`config.mk`:
```
export PLATFORM = sky130hd
export DESIGN_NAME = xor_keyed_base64_codec_flat
export DESIGN_NICKNAME = d
export VERILOG_FILES = /design/src/hdl/xkb64_pkg.sv /design/src/hdl/xkb64_if.sv /design/src/hdl/xkb64_core.sv /design/src/hdl/xor_keyed_base64_codec.sv /design/src/flat_wrapper.sv
export SDC_FILE = /design/constraint.sdc
export NUM_CORES = 1
export LEC_CHECK = 0
export BUFFER_PORTS_ARGS = -buffer_cell sky130_fd_sc_hd__buf_4
export CORE_MARGIN = 2
export CORE_UTILIZATION = 23
export DETAILED_ROUTE_END_ITERATION = 10
export GPL_ROUTABILITY_DRIVEN = 0
export GPL_TIMING_DRIVEN = 0
export PLACE_DENSITY = 0.39
export REMOVE_ABC_BUFFERS = 1
export SYNTH_ARGS = -nofsm -noshare
export SYNTH_HDL_FRONTEND = slang
export SYNTH_SLANG_ARGS = --single-unit
```
`constraint.sdc`:
```
create_clock -name clock -period 4.3 [get_ports clock]
set_input_delay 0 -clock clock [delete_from_list [all_inputs] [get_ports clock]]
set_output_delay 0 -clock clock [all_outputs]
set_load 0.03 [all_outputs]
```
`src/hdl/xkb64_pkg.sv`:
```
package xkb64_pkg;

   localparam int KeyBytesMax = 8;
   localparam int KeyIdxW     = 3;
   localparam int DataW       = 8;
   localparam int AccW        = 16;
   localparam int FillW       = 3;
   localparam int KeyW        = 64;
   localparam int KeyLenW     = 4;
   localparam int CsrAddrW    = 5;
   localparam int CsrDataW    = 64;
   localparam int GroupMax    = 4;
   localparam int GroupCntW   = 3;
   localparam int GroupPosW   = 2;

   localparam logic [1:0] REG_MODE    = 2'd0;
   localparam logic [1:0] REG_KEY     = 2'd1;
   localparam logic [1:0] REG_KEY_LEN = 2'd2;

   localparam logic MODE_ENCODE = 1'b0;
   localparam logic MODE_DECODE = 1'b1;

   localparam logic [7:0] CHAR_PAD   = 8'h3D;
   localparam logic [7:0] CHAR_PLUS  = 8'h2B;
   localparam logic [7:0] CHAR_SLASH = 8'h2F;

   typedef struct packed {
      logic [KeyIdxW-1:0] key_index;
      logic [AccW-1:0]    bit_accum;
      logic [FillW-1:0]   fill_count;
      logic               pad_seen;
   } msg_state_type;

   typedef struct packed {
      logic [GroupMax-1:0][DataW-1:0] bytes;
      logic [GroupCntW-1:0]           count;
      logic                           byte_valid;
      logic                           last;
   } rsp_group_type;

   function automatic logic [7:0] b64_char(input logic [5:0] v);
      logic [7:0] w;
      w = {2'b00, v};
      if (w < 8'd26) begin
         return w + 8'h41;
      end else if (w < 8'd52) begin
         return w + 8'd71;
      end else if (w < 8'd62) begin
         return w - 8'd4;
      end else if (w == 8'd62) begin
         return CHAR_PLUS;
      end else begin
         return CHAR_SLASH;
      end
   endfunction

   // Bit 6 flags a character of the alphabet, bits 5..0 carry its value.
   function automatic logic [6:0] b64_value(input logic [7:0] c);
      logic [7:0] w;
      w = 8'h00;
      if (c >= 8'h41 && c <= 8'h5A) begin
         w = c - 8'h41;
         return {1'b1, w[5:0]};
      end else if (c >= 8'h61 && c <= 8'h7A) begin
         w = c - 8'd71;
         return {1'b1, w[5:0]};
      end else if (c >= 8'h30 && c <= 8'h39) begin
         w = c + 8'd4;
         return {1'b1, w[5:0]};
      end else if (c == CHAR_PLUS) begin
         return {1'b1, 6'd62};
      end else if (c == CHAR_SLASH) begin
         return {1'b1, 6'd63};
      end else begin
         return {1'b0, w[5:0]};
      end
   endfunction

endpackage

```
`src/hdl/xkb64_if.sv`:
```
interface xkb64_req_if;
   logic                           valid;
   logic                           ready;
   logic [xkb64_pkg::DataW-1:0]    byte_in;
   logic                           last_in;

   modport source (output valid, output byte_in, output last_in, input ready);
   modport sink (input valid, input byte_in, input last_in, output ready);
endinterface

interface xkb64_rsp_if;
   logic                           valid;
   logic                           ready;
   logic [xkb64_pkg::DataW-1:0]    byte_out;
   logic                           byte_valid;
   logic                           last_out;

   modport source (output valid, output byte_out, output byte_valid, output last_out,
                   input ready);
   modport sink (input valid, input byte_out, input byte_valid, input last_out,
                 output ready);
endinterface

```
`src/hdl/xkb64_core.sv`:
```
module xkb64_core #(
   parameter int KEY_BYTES = xkb64_pkg::KeyBytesMax
) (
   input  logic                             mode,
   input  logic [xkb64_pkg::KeyW-1:0]       key_bytes,
   input  logic [xkb64_pkg::KeyLenW-1:0]    key_len,
   input  xkb64_pkg::msg_state_type         st,
   input  logic [xkb64_pkg::DataW-1:0]      byte_in,
   input  logic                             last_in,
   output xkb64_pkg::msg_state_type         st_nxt,
   output xkb64_pkg::rsp_group_type         grp
);

   logic [xkb64_pkg::KeyLenW-1:0]  eff_len;
   logic [xkb64_pkg::DataW-1:0]    key_byte;
   logic [xkb64_pkg::KeyLenW-1:0]  idx_inc;
   logic [xkb64_pkg::KeyIdxW-1:0]  idx_next;

   always_comb begin
      if (key_len == '0) begin
         eff_len = 4'd1;
      end else if (key_len > 4'(KEY_BYTES)) begin
         eff_len = 4'(KEY_BYTES);
      end else begin
         eff_len = key_len;
      end
      key_byte = key_bytes[{st.key_index, 3'b000} +: 8];
      idx_inc  = {1'b0, st.key_index} + 4'd1;
      idx_next = (idx_inc >= eff_len) ? '0 : idx_inc[xkb64_pkg::KeyIdxW-1:0];
   end

   always_comb begin
      logic [7:0]  x;
      logic [23:0] t;
      logic [6:0]  dv;
      logic [3:0]  bits;
      logic [3:0]  bits_after;
      logic [11:0] acc12;
      logic [11:0] mask;
      logic [2:0]  sh;
      logic [7:0]  v;
      logic        emit;

      st_nxt         = st;
      grp            = '0;
      grp.byte_valid = 1'b1;
      x              = byte_in ^ key_byte;
      t              = '0;
      dv             = xkb64_pkg::b64_value(byte_in);
      bits           = {1'b0, st.fill_count} + 4'd6;
      acc12          = {st.bit_accum[5:0], dv[5:0]};
      emit           = bits >= 4'd8;
      sh             = 3'(bits - 4'd8);
      v              = 8'(acc12 >> sh) ^ key_byte;
      bits_after     = emit ? bits - 4'd8 : bits;
      if (bits_after > 4'd6) begin
         bits_after = 4'd6;
      end
      mask = (12'd1 << bits_after) - 12'd1;

      if (mode == xkb64_pkg::MODE_ENCODE) begin
         st_nxt.key_index = idx_next;
         if (st.fill_count >= 3'd2) begin
            t = {st.bit_accum, x};
         end else if (st.fill_count == 3'd1) begin
            t = {st.bit_accum[7:0], x, 8'h00};
         end else begin
            t = {x, 16'h0000};
         end
         grp.bytes[0] = xkb64_pkg::b64_char(t[23:18]);
         grp.bytes[1] = xkb64_pkg::b64_char(t[17:12]);
         grp.bytes[2] = (st.fill_count == 3'd0) ? xkb64_pkg::CHAR_PAD
                                                : xkb64_pkg::b64_char(t[11:6]);
         grp.bytes[3] = (st.fill_count < 3'd2) ? xkb64_pkg::CHAR_PAD
                                               : xkb64_pkg::b64_char(t[5:0]);
         if (st.fill_count >= 3'd2) begin
            grp.count         = 3'd4;
            st_nxt.bit_accum  = '0;
            st_nxt.fill_count = '0;
         end else begin
            st_nxt.bit_accum  = (st.fill_count == 3'd0) ? {8'h00, x}
                                                        : {st.bit_accum[7:0], x};
            st_nxt.fill_count = st.fill_count + 3'd1;
            grp.count         = last_in ? 3'd4 : 3'd0;
         end
         grp.last = last_in;
      end else begin
         if (!st.pad_seen) begin
            if (byte_in == xkb64_pkg::CHAR_PAD) begin
               st_nxt.pad_seen = 1'b1;
            end else if (dv[6]) begin
               if (emit) begin
                  grp.bytes[0]     = v;
                  grp.count        = 3'd1;
                  st_nxt.key_index = idx_next;
               end
               st_nxt.bit_accum  = {4'h0, acc12 & mask};
               st_nxt.fill_count = bits_after[2:0];
            end
         end
         if (last_in && grp.count == 3'd0) begin
            // Nothing decoded on the final request: send a bare end marker.
            grp.bytes[0]   = 8'h00;
            grp.byte_valid = 1'b0;
            grp.count      = 3'd1;
         end
         grp.last = last_in;
      end

      if (last_in) begin
         st_nxt = '0;
      end
   end

endmodule

```
`src/hdl/xor_keyed_base64_codec.sv`:
```
// Channel   Direction  Payload                           Handshake
// req_ch    in         byte_in[7:0], last_in             valid / ready
// rsp_ch    out        byte_out[7:0], byte_valid, last_out  valid / ready
// csr_*     in/out     mode @0x00, key_bytes @0x08, key_len @0x10  APB, pready high
//
// A request is registered, then processed into a result group of up to four items
// in the group register, which drains one item per cycle while rsp_ch is not stalled.
// Decode sustains one request per cycle while rsp_ch is not stalled. In encode, a
// request waits until the four-character group has left the group register.
// Synchronous reset clears all control state; no clearing pass.
// A stall on rsp_ch holds the group and, once the input register is full, drops ready.
module xor_keyed_base64_codec #(
   parameter int KEY_BYTES = xkb64_pkg::KeyBytesMax
) (
   input  logic                               clock,
   input  logic                               reset,
   xkb64_req_if.sink                          req_ch,
   xkb64_rsp_if.source                        rsp_ch,
   input  logic                               csr_psel,
   input  logic                               csr_penable,
   input  logic                               csr_pwrite,
   input  logic [xkb64_pkg::CsrAddrW-1:0]     csr_paddr,
   input  logic [xkb64_pkg::CsrDataW-1:0]     csr_pwdata,
   output logic [xkb64_pkg::CsrDataW-1:0]     csr_prdata,
   output logic                               csr_pready
);

   logic                              mode_ff;
   logic [xkb64_pkg::KeyW-1:0]        key_ff;
   logic [xkb64_pkg::KeyLenW-1:0]     key_len_ff;
   logic [1:0]                        csr_index;
   logic                              csr_write;

   xkb64_pkg::msg_state_type          state_ff, state_in;
   logic                              in_valid_ff, in_valid_in;
   logic [xkb64_pkg::DataW-1:0]       in_byte_ff;
   logic                              in_last_ff;

   xkb64_pkg::rsp_group_type          grp_new;
   logic [xkb64_pkg::GroupMax-1:0][xkb64_pkg::DataW-1:0] grp_bytes_ff;
   logic [xkb64_pkg::GroupCntW-1:0]   grp_left_ff, grp_left_in;
   logic [xkb64_pkg::GroupPosW-1:0]   grp_pos_ff, grp_pos_in;
   logic                              grp_bval_ff;
   logic                              grp_last_ff;

   logic                              req_fire;
   logic                              rsp_fire;
   logic                              grp_free;
   logic                              advance;
   logic                              grp_load;

   assign csr_index  = csr_paddr[4:3];
   assign csr_write  = csr_psel && csr_penable && csr_pwrite;
   assign csr_pready = 1'b1;

   always_comb begin
      unique case (csr_index)
         xkb64_pkg::REG_MODE:    csr_prdata = {63'h0, mode_ff};
         xkb64_pkg::REG_KEY:     csr_prdata = key_ff;
         xkb64_pkg::REG_KEY_LEN: csr_prdata = {60'h0, key_len_ff};
         default:                csr_prdata = '0;
      endcase
   end

   always_ff @(posedge clock) begin
      if (reset) begin
         mode_ff    <= xkb64_pkg::MODE_ENCODE;
         key_ff     <= '0;
         key_len_ff <= 4'd1;
      end else if (csr_write) begin
         if (csr_index == xkb64_pkg::REG_MODE) begin
            mode_ff <= csr_pwdata[0];
         end
         if (csr_index == xkb64_pkg::REG_KEY) begin
            key_ff <= csr_pwdata;
         end
         if (csr_index == xkb64_pkg::REG_KEY_LEN) begin
            key_len_ff <= csr_pwdata[xkb64_pkg::KeyLenW-1:0];
         end
      end
   end

   assign rsp_fire = rsp_ch.valid && rsp_ch.ready;
   assign grp_free = (grp_left_ff == 3'd0) || (grp_left_ff == 3'd1 && rsp_ch.ready);
   assign advance  = in_valid_ff && grp_free;
   assign grp_load = advance && (grp_new.count != 3'd0);

   assign req_ch.ready = !in_valid_ff || advance;
   assign req_fire     = req_ch.valid && req_ch.ready;
   assign in_valid_in  = req_fire || (in_valid_ff && !advance);

   xkb64_core #(
      .KEY_BYTES (KEY_BYTES)
   ) u_core (
      .mode      (mode_ff),
      .key_bytes (key_ff),
      .key_len   (key_len_ff),
      .st        (state_ff),
      .byte_in   (in_byte_ff),
      .last_in   (in_last_ff),
      .st_nxt    (state_in),
      .grp       (grp_new)
   );

   always_comb begin
      grp_left_in = grp_left_ff;
      grp_pos_in  = grp_pos_ff;
      if (grp_load) begin
         grp_left_in = grp_new.count;
         grp_pos_in  = '0;
      end else if (rsp_fire) begin
         grp_left_in = grp_left_ff - 3'd1;
         grp_pos_in  = grp_pos_ff + 2'd1;
      end
   end

   always_ff @(posedge clock) begin
      if (reset) begin
         in_valid_ff <= 1'b0;
         grp_left_ff <= '0;
         grp_pos_ff  <= '0;
         state_ff    <= '0;
      end else begin
         in_valid_ff <= in_valid_in;
         grp_left_ff <= grp_left_in;
         grp_pos_ff  <= grp_pos_in;
         // A mode write restarts the message from an empty state.
         if (csr_write && csr_index == xkb64_pkg::REG_MODE) begin
            state_ff <= '0;
         end else if (advance) begin
            state_ff <= state_in;
         end
      end
   end

   always_ff @(posedge clock) begin
      if (req_fire) begin
         in_byte_ff <= req_ch.byte_in;
         in_last_ff <= req_ch.last_in;
      end
      if (grp_load) begin
         grp_bytes_ff <= grp_new.bytes;
         grp_bval_ff  <= grp_new.byte_valid;
         grp_last_ff  <= grp_new.last;
      end
   end

   assign rsp_ch.valid      = grp_left_ff != 3'd0;
   assign rsp_ch.byte_out   = grp_bytes_ff[grp_pos_ff];
   assign rsp_ch.byte_valid = grp_bval_ff;
   assign rsp_ch.last_out   = grp_last_ff && (grp_left_ff == 3'd1);

endmodule

```
`src/flat_wrapper.sv`:
```
// flat-port wrapper written by rule: the top's interface ports become plain ports
module xor_keyed_base64_codec_flat 
#(
   parameter int KEY_BYTES = xkb64_pkg::KeyBytesMax
)
  (clock, reset, csr_psel, csr_penable, csr_pwrite, csr_paddr, csr_pwdata, csr_prdata, csr_pready, req_ch_valid, req_ch_byte_in, req_ch_last_in, req_ch_ready, rsp_ch_valid, rsp_ch_byte_out, rsp_ch_byte_valid, rsp_ch_last_out, rsp_ch_ready);
  xkb64_req_if req_ch_i ();
  xkb64_rsp_if rsp_ch_i ();
  input  logic clock;
  input  logic reset;
  input  logic csr_psel;
  input  logic csr_penable;
  input  logic csr_pwrite;
  input  logic [xkb64_pkg::CsrAddrW-1:0] csr_paddr;
  input  logic [xkb64_pkg::CsrDataW-1:0] csr_pwdata;
  output logic [xkb64_pkg::CsrDataW-1:0] csr_prdata;
  output logic csr_pready;
  input wire logic [$bits(req_ch_i.valid)-1:0] req_ch_valid;
  input wire logic [$bits(req_ch_i.byte_in)-1:0] req_ch_byte_in;
  input wire logic [$bits(req_ch_i.last_in)-1:0] req_ch_last_in;
  output wire logic [$bits(req_ch_i.ready)-1:0] req_ch_ready;
  output wire logic [$bits(rsp_ch_i.valid)-1:0] rsp_ch_valid;
  output wire logic [$bits(rsp_ch_i.byte_out)-1:0] rsp_ch_byte_out;
  output wire logic [$bits(rsp_ch_i.byte_valid)-1:0] rsp_ch_byte_valid;
  output wire logic [$bits(rsp_ch_i.last_out)-1:0] rsp_ch_last_out;
  input wire logic [$bits(rsp_ch_i.ready)-1:0] rsp_ch_ready;
  assign req_ch_i.valid = req_ch_valid;
  assign req_ch_i.byte_in = req_ch_byte_in;
  assign req_ch_i.last_in = req_ch_last_in;
  assign req_ch_ready = req_ch_i.ready;
  assign rsp_ch_valid = rsp_ch_i.valid;
  assign rsp_ch_byte_out = rsp_ch_i.byte_out;
  assign rsp_ch_byte_valid = rsp_ch_i.byte_valid;
  assign rsp_ch_last_out = rsp_ch_i.last_out;
  assign rsp_ch_i.ready = rsp_ch_ready;
  xor_keyed_base64_codec #(.KEY_BYTES(KEY_BYTES)) u_core (.clock(clock), .reset(reset), .req_ch(req_ch_i), .rsp_ch(rsp_ch_i), .csr_psel(csr_psel), .csr_penable(csr_penable), .csr_pwrite(csr_pwrite), .csr_paddr(csr_paddr), .csr_pwdata(csr_pwdata), .csr_prdata(csr_prdata), .csr_pready(csr_pready));
endmodule
```
# After elaboration in Yosys (flattened, before gate mapping)
# Cells that the tools add are included.
[word_totals] elab_cells=181 in_bits=85 ff_bits=141
[classes] n_reduce_logical=38 n_eq_ne=15 muxes=55 bitwise_logic=3 order_cmp=25 add_sub_neg=22 shift=3
[ops] operator="64-bit one-hot mux with 3 select lines" count=1
[ops] operator="8-bit 2-to-1 mux" count=13
[ops] operator="24-bit 2-to-1 mux" count=3
[ops] operator="11-bit 2-to-1 mux" count=6
[ops] operator="22-bit 2-to-1 mux" count=3
[ops] operator="6-bit by 7-bit adder with 8-bit output (second input constant)" count=8
[ops] operator="64-bit by 7-bit variable part select with 8-bit output" count=1
[ops] operator="6-bit less-than comparator (second input constant)" count=8
[ops] operator="23-bit 2-to-1 mux" count=2
[ops] operator="7-bit 2-to-1 mux" count=5
[ops] operator="3-bit 2-to-1 mux" count=10
[ops] operator="6-bit by 3-bit subtractor with 7-bit output (second input constant)" count=4
[ops] operator="6-bit equality test (second input constant)" count=4
[ops] operator="8-bit by 6-bit equality test with 1-bit output (second input constant)" count=3
[ops] operator="6-bit by 5-bit less-than comparator with 1-bit output (second input constant)" count=4
[ops] operator="19-bit 2-to-1 mux" count=1
[ops] operator="8-bit binary-select mux with 2-bit select" count=1
[ops] operator="8-bit by 7-bit >= comparator with 1-bit output (second input constant)" count=2
[ops] operator="8-bit by 7-bit <= comparator with 1-bit output (second input constant)" count=2
[ops] operator="16-bit 2-to-1 mux" count=1
[ops] operator="4-bit 2-to-1 mux" count=4
[ops] operator="8-bit bitwise XOR" count=2
[ops] operator="1-bit logical AND" count=14
[ops] operator="12-bit bitwise AND" count=1
[ops] operator="39 further kinds" count=58

# Logic depth before layout (Yosys ltp)
# Gate-level depths: netlist of run 1.
[logic_depth] depth_word=20 mapped_depth=16

# Modules after synthesis
# Synthesis of run 1 repeated with hierarchy kept, for this count alone.
[unflattened] hier_cells=1273 area_unflattened_um2=10655.2
[by_module_without_submodules] mod="xor_keyed_base64_codec" area_per_inst_um2=5959.5 cells_each=577 instances=1
[by_module_without_submodules] mod="xkb64_core" area_per_inst_um2=4695.8 cells_each=696 instances=1

# Least setup slack after synthesis of run 1
# No wires, ideal clock.
[synth_path] path_kind="register to register" start="register u_core.state_ff[2] (netlist name)" end="register u_core.grp_left_ff[1] (netlist name)" period_less_slack_ns=3.887 path_stages_with_launch=13 slack_ns=0.413 t_required_ns=4.171 arrival_time_ns=3.758 cell_sequence="dfxtp_1 -> clkbuf_1 -> inv_1 -> ha_1 -> inv_1 -> buf_2 -> buf_1 -> clkbuf_1 -> nor2_1 -> or3_1 -> nand2_1 -> or2_2 -> a211oi_1"
[synth_between] elab_chain_len=14 word_cells_on_any_way=17 cone_classes="add/sub (1); order compare (2); mux (9); reduce/logical (5)"
[synth_lines] item="start, declared" line="xor_keyed_base64_codec.sv:34" rtl="xkb64_pkg::msg_state_type state_ff, state_in;"
[synth_lines] item="start signal, assigned" line="xor_keyed_base64_codec.sv:131" rtl="state_ff <= state_in;"
[synth_lines] item="3-bit by 3-bit adder with 4-bit output" line="xkb64_core.sv:50" rtl="bits = {1'b0, st.fill_count} + 4'd6;"
[synth_lines] item="4-bit >= comparator" line="xkb64_core.sv:52" rtl="emit = bits >= 4'd8;"
[synth_lines] item="11-bit 2-to-1 mux" line="xkb64_core.sv:92" rtl="if (emit) begin"
[synth_lines] item="11-bit 2-to-1 mux" line="xkb64_core.sv:91" rtl="end else if (dv[6]) begin"
[synth_lines] item="11-bit 2-to-1 mux" line="xkb64_core.sv:89" rtl="if (byte_in == xkb64_pkg::CHAR_PAD) begin"
[synth_lines] item="11-bit 2-to-1 mux" line="xkb64_core.sv:88" rtl="if (!st.pad_seen) begin"
[synth_lines] item="11-bit 2-to-1 mux" line="xkb64_core.sv:61" rtl="if (mode == xkb64_pkg::MODE_ENCODE) begin"
[synth_lines] item="3-bit zero test" line="xkb64_core.sv:101" rtl="if (last_in && grp.count == 3'd0) begin"
[synth_lines] item="1-bit logical AND" line="xkb64_core.sv:101"
[synth_lines] item="12-bit 2-to-1 mux" line="xkb64_core.sv:101"
[synth_lines] item="11-bit 2-to-1 mux (*)" line="xkb64_core.sv:61"
[synth_lines] item="3-bit nonzero test (*)" line="xor_keyed_base64_codec.sv:86" rtl="assign grp_load = advance && (grp_new.count != 3'd0);"
[synth_lines] item="1-bit logical AND (*)" line="xor_keyed_base64_codec.sv:86"
[synth_lines] item="via u_core.grp_load" line="xor_keyed_base64_codec.sv:50" rtl="logic grp_load;"
[synth_lines] item="3-bit 2-to-1 mux / 2-bit nonzero test (equally long branches)"
[synth_lines] item="end signal, assigned" line="xor_keyed_base64_codec.sv:125" rtl="grp_left_ff <= grp_left_in;"
[synth_lines] item="end, declared" line="xor_keyed_base64_codec.sv:41" rtl="logic [xkb64_pkg::GroupCntW-1:0] grp_left_ff, grp_left_in;"
# The timed path passes the listed nets; every way through them passes the cells marked *. The select of a mux whose other input is x is not followed.
# A chain may end at the register's enable or synchronous reset.

# Worst setup path after layout of run 1
[layout_path] start="register u_core.state_ff[2] (netlist name)" end="register u_core.grp_bytes_ff[10] (netlist name), data pin"
[layout_between] elab_chain_len=9 word_cells_on_any_way=16 cone_classes="add/sub (3); order compare (4); eq/ne (2); mux (7)"
[layout_lines] item="parallel branches: the longest is 2 deep, another holds 3-bit by 2-bit >= comparator with 1-bit output"
[layout_lines] item="24-bit 2-to-1 mux (*)" line="xkb64_core.sv:63" rtl="if (st.fill_count >= 3'd2) begin"
[layout_lines] item="24-bit 2-to-1 mux (*)" line="xkb64_core.sv:61"
[layout_lines] item="parallel branches: the longest is 4 deep, another holds 6-bit by 3-bit subtractor with 7-bit output"
[layout_lines] item="8-bit 2-to-1 mux (*)" line="xkb64_pkg.sv:44" rtl="if (w < 8'd26) begin"
[layout_lines] item="end signal, assigned" line="xor_keyed_base64_codec.sv:142" rtl="grp_bytes_ff <= grp_new.bytes;"
[layout_lines] item="end, declared" line="xor_keyed_base64_codec.sv:40" rtl="logic [xkb64_pkg::GroupMax-1:0][xkb64_pkg::DataW-1:0] grp_bytes_ff;"
# Mark *: on every way between the ends. The select of a mux whose other input is x is not followed.

==> impl_metrics.tcl, run 1 <==
set metrics [dict create \
    number_of_enable_type_register_cells_in_the_synthesized_netlist 43 \
    die-area_mm2 0.0447 \
    final.setup_skew_ps 13.1 \
    netSwitchingPower_mw 1.67 \
    synth_compound_area_frac 0.188 \
    clock_tree_from_tritoncts "built" \
    timing.critical_path.cells "inv_1 > ha_1 > nor2b_4 > nand2_1 > o2bb2ai_2 > inv_1 > ha_1 > nor3_2 > o21bai_1 > a211o_1 > o21ai_0" \
    clock.fmax_mhz 249 \
    hold_slack_ps 68.4 \
    postSynthCellCount 1188 \
    buffer_ports.inserted 157 \
    totalNegativeSetupSlack_ps 0 \
    critical_path.startpoint_type "register" \
    synth_top_family_by_area "simple AND/OR/NAND/NOR gates" \
    number_of_maximum_capacitance_constraint_violations 0 \
    num_antenna_cells 0 \
    synthMuxAreaShare 0.0909 \
    hold_violations 0 \
    worst_r2r_endpoint "u_core.grp_bytes_ff[10]$_SDFFCE_PP0P_" \
    timing.critical_path.buf_inv 2 \
    slew_headroom 0.182 \
    postSynthRegisterBits 141 \
    switching_share 0.369 \
    pwr-share-clk 0.311 \
    postSynthAreaPerCell_um2 8.33 \
    die_h_um 211 \
    yosysWarnings 0 \
    detail_route.wl_per_cell_um 18.5 \
    critical_path_arrival_ps 4230 \
    pint_mw 2.86 \
    mostFrequentLayoutCell "nand2_1" \
    worstPathMaxFanout 23 \
    synth_simple_gate_area_share 0.253 \
    outcome "completed" \
    die_width_um 211 \
    drc_errors 0 \
    critical-path-max-stage-delay_ps 550 \
    finalWorstPathRequiredPeriod_ps 4020 \
    rsz0062_at_grt "no" \
    cts.clk_slew.worst_paths_ps 60 \
    synth_xor_xnor_area_share 0.0325 \
    std_cell_rows 75 \
    cp_num_cells 11 \
    grt_max_degree 75 \
    grt.total_usage 0.163 \
    grt_pass1_wl_um 56200 \
    crit_path_end "u_core.grp_bytes_ff[10]$_SDFFCE_PP0P_" \
    post-place-ws_ps -1470 \
    ir_worst_vdd_uv 276 \
    fin_max_slew_vios 0 \
    via_count_of_the_first_global_routing_pass 9459 \
    pwr-share-comb 0.325 \
    rr_worst_depth 11 \
    flow.area_growth_from_synthesis_pct 32.1 \
    floorplan.initialDensity 0.234 \
    design.final.nets 1514 \
    num_io_pins 162 \
    final-setup-viol-count 0 \
    routed-via-count 9435 \
    synthArstFlopShare 0 \
    cts_max_path_buffers 2 \
    synth_seq_area_share 0.329 \
    cp_slowest_cell "nor3_2" \
    drt_first_iter_violations 485 \
    timing.critical_path.from "u_core.state_ff[2]$_SDFFE_PP0P_" \
    tightestPinTransition_ps 1230 \
    root_buffer "clkbuf_16" \
    final_antenna_net_count 0 \
    critical_path.endpoint_type "register" \
    fp.coreArea_mm2 0.0422 \
    share_of_layout_cells_above_drive_strength_1 0.204 \
    synth.lib_cells_used.distinct 95 \
    viasPerCell 4.87 \
    clk-insertion-delay-late_ps 440 \
    detailedPlacementHpwl_um 26000 \
    fin_crit_sh 0.934 \
    reg2reg_setup_slack_ps 280 \
    totalWireLength_um 35800 \
    cts_inserted_buffers 17 \
    final.fill_count 4564 \
    htreeDepth 4 \
    post_synth_fa_ha_maj_area_fraction 0.0569 \
    final_standard_cell_utilization_of_the_core 0.310 \
    dr.pass1.iters 5 \
    final_cell_mix "nand2_1, buf_4, a21oi_1, dfxtp_1, nor2_1" \
    antenna_violations_before_repair 0 \
    power_leakage_nw 4.81 \
    critical_path_class "reg -> reg" \
    crit_family "simple AND/OR/NAND/NOR gates" \
    critical_path_required_time_ps 4510 \
    ys.flop_type "dfxtp_1" \
    hold_path_class "in -> reg" \
    seq_power_share 0.364 \
    powerDensity_mw_per_mm2 347 \
    timing.final.ws_setup_ps 284 \
    worstReg2RegStart "u_core.state_ff[2]$_SDFFE_PP0P_" \
    tritoncts_num_sinks 141 \
    syn-cell-area_mm2 0.00989 \
    gr-total-overflow 0 \
]
## registers in the layout (all words and copies together) (netlist names)
register and count:
u_core.grp_bytes_ff 32, u_core.grp_last_ff 1, u_core.grp_left_ff 3, u_core.grp_pos_ff 2, u_core.in_byte_ff 8, u_core.in_last_ff 1, u_core.in_valid_ff 1, u_core.key_ff 64
u_core.key_len_ff 4, u_core.mode_ff 1, u_core.rsp_ch.byte_valid 1, u_core.state_ff 23
## cells in the mapped netlist (7+ instances only)
cell type	count	area (um2)
xnor2_1	22	193
mux2i_1	24	240
edfxtp_1	43	1290
nand2_1	201	754
nor2b_1	13	81.3
nand3_1	52	260
or3_1	8	50.1
a21oi_1	117	586
nor3_1	40	200
inv_1	42	158
nand2b_1	10	62.6
o21ai_0	22	110
xor2_1	11	96.3
a31oi_1	12	75.1
ha_1	45	563
clkbuf_1	55	206
nand4_1	7	43.8
buf_1	9	33.8
nor2_1	79	297
mux4_2	20	450
and2_1	66	413
a211oi_1	13	97.6
and3_1	9	56.3
dfxtp_1	98	1960
## power by group through the flow
| stage | Clock, mW | Sequential (mW) | Combinational [mW] |
|---|---|---|---|
| after detailed placement | 0 | 1.69 | 1.39 |
| after floorplan | 0 | 1.62 | 0.923 |
| after global routing | 1.52 | 1.67 | 1.61 |
| final | 1.41 | 1.65 | 1.47 |
| after global placement | 0 | 1.69 | 1.38 |
| after CTS | 1.45 | 1.66 | 1.46 |
## metrics by stage
step	total power, mW	std cells	area [um2]
6_report	4.53	1936	13100
5_1_grt	4.80	1936	13100
4_1_cts	4.58	1932	13000
3_5_place_dp	3.08	1820	11600
3_3_place_gp	3.07	1808	11400
2_1_floorplan	2.54	1112	9570
## routing by layer
metal | wire length, um | share of wire | global-route usage | vias up
met5 | 0 | 0 | 0 | -
met4 | 554 | 0.015 | 0.0437 | 0
met3 | 2150 | 0.060 | 0.0439 | 30
met2 | 16600 | 0.46 | 0.267 | 238
met1 | 16600 | 0.46 | 0.212 | 4524
li1 | - | - | - | 4643
## worst register-to-register path: cells and delay by family (launching register included)
kind                       cells  cell delay, ps
adders and majority gates      2             530
DFF                            1             430
buffers and inverters          2             420
and+or+nand+nor                3            1370
AOI/OAI and AO/OA              4            1040
## area by class of cell
class	count	area [um2]	share of cell area
well taps	539	674	0.0516
inverters	43	165	0.0126
repair inverters	1	7.51	0.000574
clock buffers	19	454	0.0348
multi-input cells	928	6230	0.477
clock inverters	13	90.1	0.00689
flip-flops and latches	141	3270	0.250
repair buffers	252	2170	0.166
## worst min path at each step
stage	to	startpoint	cells after the start
after global placement	u_core.in_byte_ff[5]$_DFFE_PP_	req_ch_byte_in[5]	1
final	u_core.grp_left_ff[1]$_SDFFE_PP0P_	rsp_ch_ready	3
after detailed placement	u_core.in_byte_ff[3]$_DFFE_PP_	req_ch_byte_in[3]	1
after global routing	u_core.grp_left_ff[1]$_SDFFE_PP0P_	rsp_ch_ready	3
after CTS	u_core.grp_left_ff[1]$_SDFFE_PP0P_	rsp_ch_ready	3
after floorplan	u_core.grp_left_ff[0]$_SDFFE_PP0P_	reset	1
## kinds of logic (layout without fill, tap and decap cells)
logic type / count (synthesis) / count (layout)
compound gates: 270 / 270
flops: 141 / 141
other cells: 1 / 1
buf+inv: 119 / 328
xor+xnor: 35 / 35
mux: 56 / 56
fa+ha+maj: 45 / 45
simple gates: 521 / 521
## repair_timing
item	4_1_cts	5_1_grt
pin swaps	0	1
setup buffers	3	4
gates cloned	1	0
setup endpoints to repair	84	26
hold endpoints to repair	79	0
hold buffers	76	0
gates resized for setup	11	9
Power figures use the tool's default switching activity.
==> run 2, diff against run 1 <==
--- a/config.mk
+++ b/config.mk
@@ -12,6 +12,7 @@
 export GPL_ROUTABILITY_DRIVEN = 0
 export GPL_TIMING_DRIVEN = 0
 export PLACE_DENSITY = 0.39
+export RECOVER_POWER = 50
 export REMOVE_ABC_BUFFERS = 1
 export SYNTH_ARGS = -nofsm -noshare
 export SYNTH_HDL_FRONTEND = slang
==> impl_metrics.tcl, run 2 (synthesized netlist as in run 1, its figures left out) <==
set metrics [dict create \
    outcome "completed" \
    number_of_maximum_capacitance_constraint_violations 0 \
    detail_route.wl_per_cell_um 18.5 \
    final_antenna_net_count 0 \
    antenna_violations_before_repair 0 \
    timing.critical_path.buf_inv 2 \
    hold_path_class "in -> reg" \
    hold_violations 0 \
    clk-insertion-delay-late_ps 450 \
    cts_inserted_buffers 17 \
    multi_input_comb_area_mm2 0.00623 \
    final-instance-count-excl-fill 1936 \
    dr.pass1.iters 4 \
    die-area_mm2 0.0447 \
    viasPerCell 4.86 \
    final-seq-area_mm2 0.00327 \
    grt.total_usage 0.163 \
    gr-total-overflow 0 \
    slew_headroom 0.202 \
    biggest_register "u_core.key_ff" \
    num_io_pins 162 \
    dpl.cell_count 1820 \
    hold_end "u_core.grp_left_ff[1]$_SDFFE_PP0P_" \
    cts.clk_slew.worst_paths_ps 60 \
    critical_path_required_time_ps 4510 \
    buffer_ports.inserted 157 \
    critical_path_arrival_ps 4230 \
    worstPathMaxFanout 23 \
    via_count_of_the_first_global_routing_pass 9459 \
    final_cell_mix "nand2_1, buf_4, a21oi_1, dfxtp_1, nor2_1" \
    power_leakage_nw 4.64 \
    clock_tree_from_tritoncts "built" \
    drc_errors 0 \
    fin_crit_sh 0.935 \
    ir_worst_vdd_uv 275 \
    crit_family "simple AND/OR/NAND/NOR gates" \
    grt_max_degree 75 \
    detailedPlacementHpwl_um 26000 \
    flow.area_growth_from_synthesis_pct 30.7 \
    number_of_flip_flops_under_the_largest_register_name 64 \
    reg2reg_setup_slack_ps 280 \
    share_of_layout_cells_above_drive_strength_1 0.185 \
    rsz0062_at_grt "no" \
    critical-path-max-stage-delay_ps 540 \
    timing.critical_path.cells "inv_1 > ha_1 > nor2b_4 > nand2_1 > o2bb2ai_2 > inv_1 > ha_1 > nor3_2 > o21bai_1 > a211o_1 > o21ai_0" \
    htreeDepth 4 \
    die_width_um 211 \
    finalWorstPathRequiredPeriod_ps 4020 \
    biggest_regs "u_core.key_ff: 64 flops, u_core.grp_bytes_ff: 32 flops, u_core.state_ff: 23 flops" \
    cp_slowest_cell "nor3_2" \
    std_cell_rows 75 \
    critical_path.startpoint_type "register" \
    design.final.nets 1514 \
    timing.critical_path.from "u_core.state_ff[2]$_SDFFE_PP0P_" \
    critical_path_class "reg -> reg" \
    mostFrequentLayoutCell "nand2_1" \
    fin_max_slew_vios 0 \
    fp.coreArea_mm2 0.0422 \
    final-setup-viol-count 0 \
    hold_slack_ps 69.1 \
    worst_r2r_endpoint "u_core.grp_bytes_ff[10]$_SDFFCE_PP0P_" \
    cts_max_path_buffers 2 \
    tritoncts_num_sinks 141 \
    clock.fmax_mhz 249 \
    root_buffer "clkbuf_16" \
    totalNegativeSetupSlack_ps 0 \
    final.setup_skew_ps 14.4 \
    die_h_um 211 \
    powerDensity_mw_per_mm2 347 \
    rr_worst_depth 11 \
    grt_pass1_wl_um 56200 \
    final.fill_count 4586 \
    num_antenna_cells 0 \
    drt_first_iter_violations 476 \
    critical_path.endpoint_type "register" \
    routed-via-count 9412 \
    holdCritStartpoint "rsp_ch_ready" \
    worstReg2RegStart "u_core.state_ff[2]$_SDFFE_PP0P_" \
    hold_path_depth 3 \
    floorplan.initialDensity 0.234 \
    totalWireLength_um 35800 \
    tightestPinTransition_ps 1200 \
]
-- run 2: worst min-delay path, cell delays in order --
cell      delay [ps]
buf_4             80
and2_1           260
a211oi_1         110
-- run 2: metrics by stage --
stage	power, mW	setup WS, ps	cell area [um2]	utilization
6_report	4.49	278	12900	0.306
5_1_grt	4.75	62.2	12900	0.306
4_1_cts	4.58	24.3	13000	0.308
3_5_place_dp	3.08	-1470	11600	0.275
3_3_place_gp	3.07	-3510	11400	0.270
2_1_floorplan	2.54	-170	9570	-
-- run 2: per-layer routing --
metal | track usage | vias up | share of wire
met5 | 0 | - | 0
met4 | 0.0437 | 0 | 0.015
met3 | 0.0439 | 26 | 0.059
met2 | 0.267 | 240 | 0.46
met1 | 0.212 | 4506 | 0.46
li1 | - | 4640 | -
-- run 2: area by class of cell --
type | instances | area share
clock buffers | 19 | 0.0351
clock inverters | 13 | 0.00697
inverters | 43 | 0.0128
multi-input cells | 928 | 0.482
flip-flops and latches | 141 | 0.253
well taps | 539 | 0.0522
repair buffers | 252 | 0.157
repair inverters | 1 | 0.000581
-- run 2: how the worst max path moves through the flow --
stage / to / slack [ps] / cells after the start
final: u_core.grp_bytes_ff[10]$_SDFFCE_PP0P_ / 280 / 11
after global routing: u_core.grp_bytes_ff[0]$_DFFE_PP_ / 60 / 10
after CTS: u_core.grp_bytes_ff[10]$_SDFFCE_PP0P_ / 20 / 10
after detailed placement: u_core.grp_bytes_ff[2]$_DFFE_PP_ / -1470 / 12
after global placement: u_core.key_ff[13]$_SDFFE_PP0P_ / -3510 / 5
after floorplan: u_core.grp_bytes_ff[26]$_SDFFCE_PP0P_ / -170 / 9
-- run 2: power by group --
group	leakage [nW]	switching, mW	internal, mW	total, mW
clock	0.269	0.635	0.773	1.41
sequential	1.17	0.153	1.50	1.65
combinational	3.20	0.883	0.546	1.43
total	4.64	1.67	2.82	4.49
-- run 2: what timing repair did --
item | 4_1_cts | 5_1_grt
setup endpoints to repair | 84 | 26
resized for setup | 11 | 9
pin swaps | 0 | 1
hold buffers | 76 | 0
setup buffers | 3 | 4
cloned | 1 | 0
hold endpoints to repair | 79 | 0
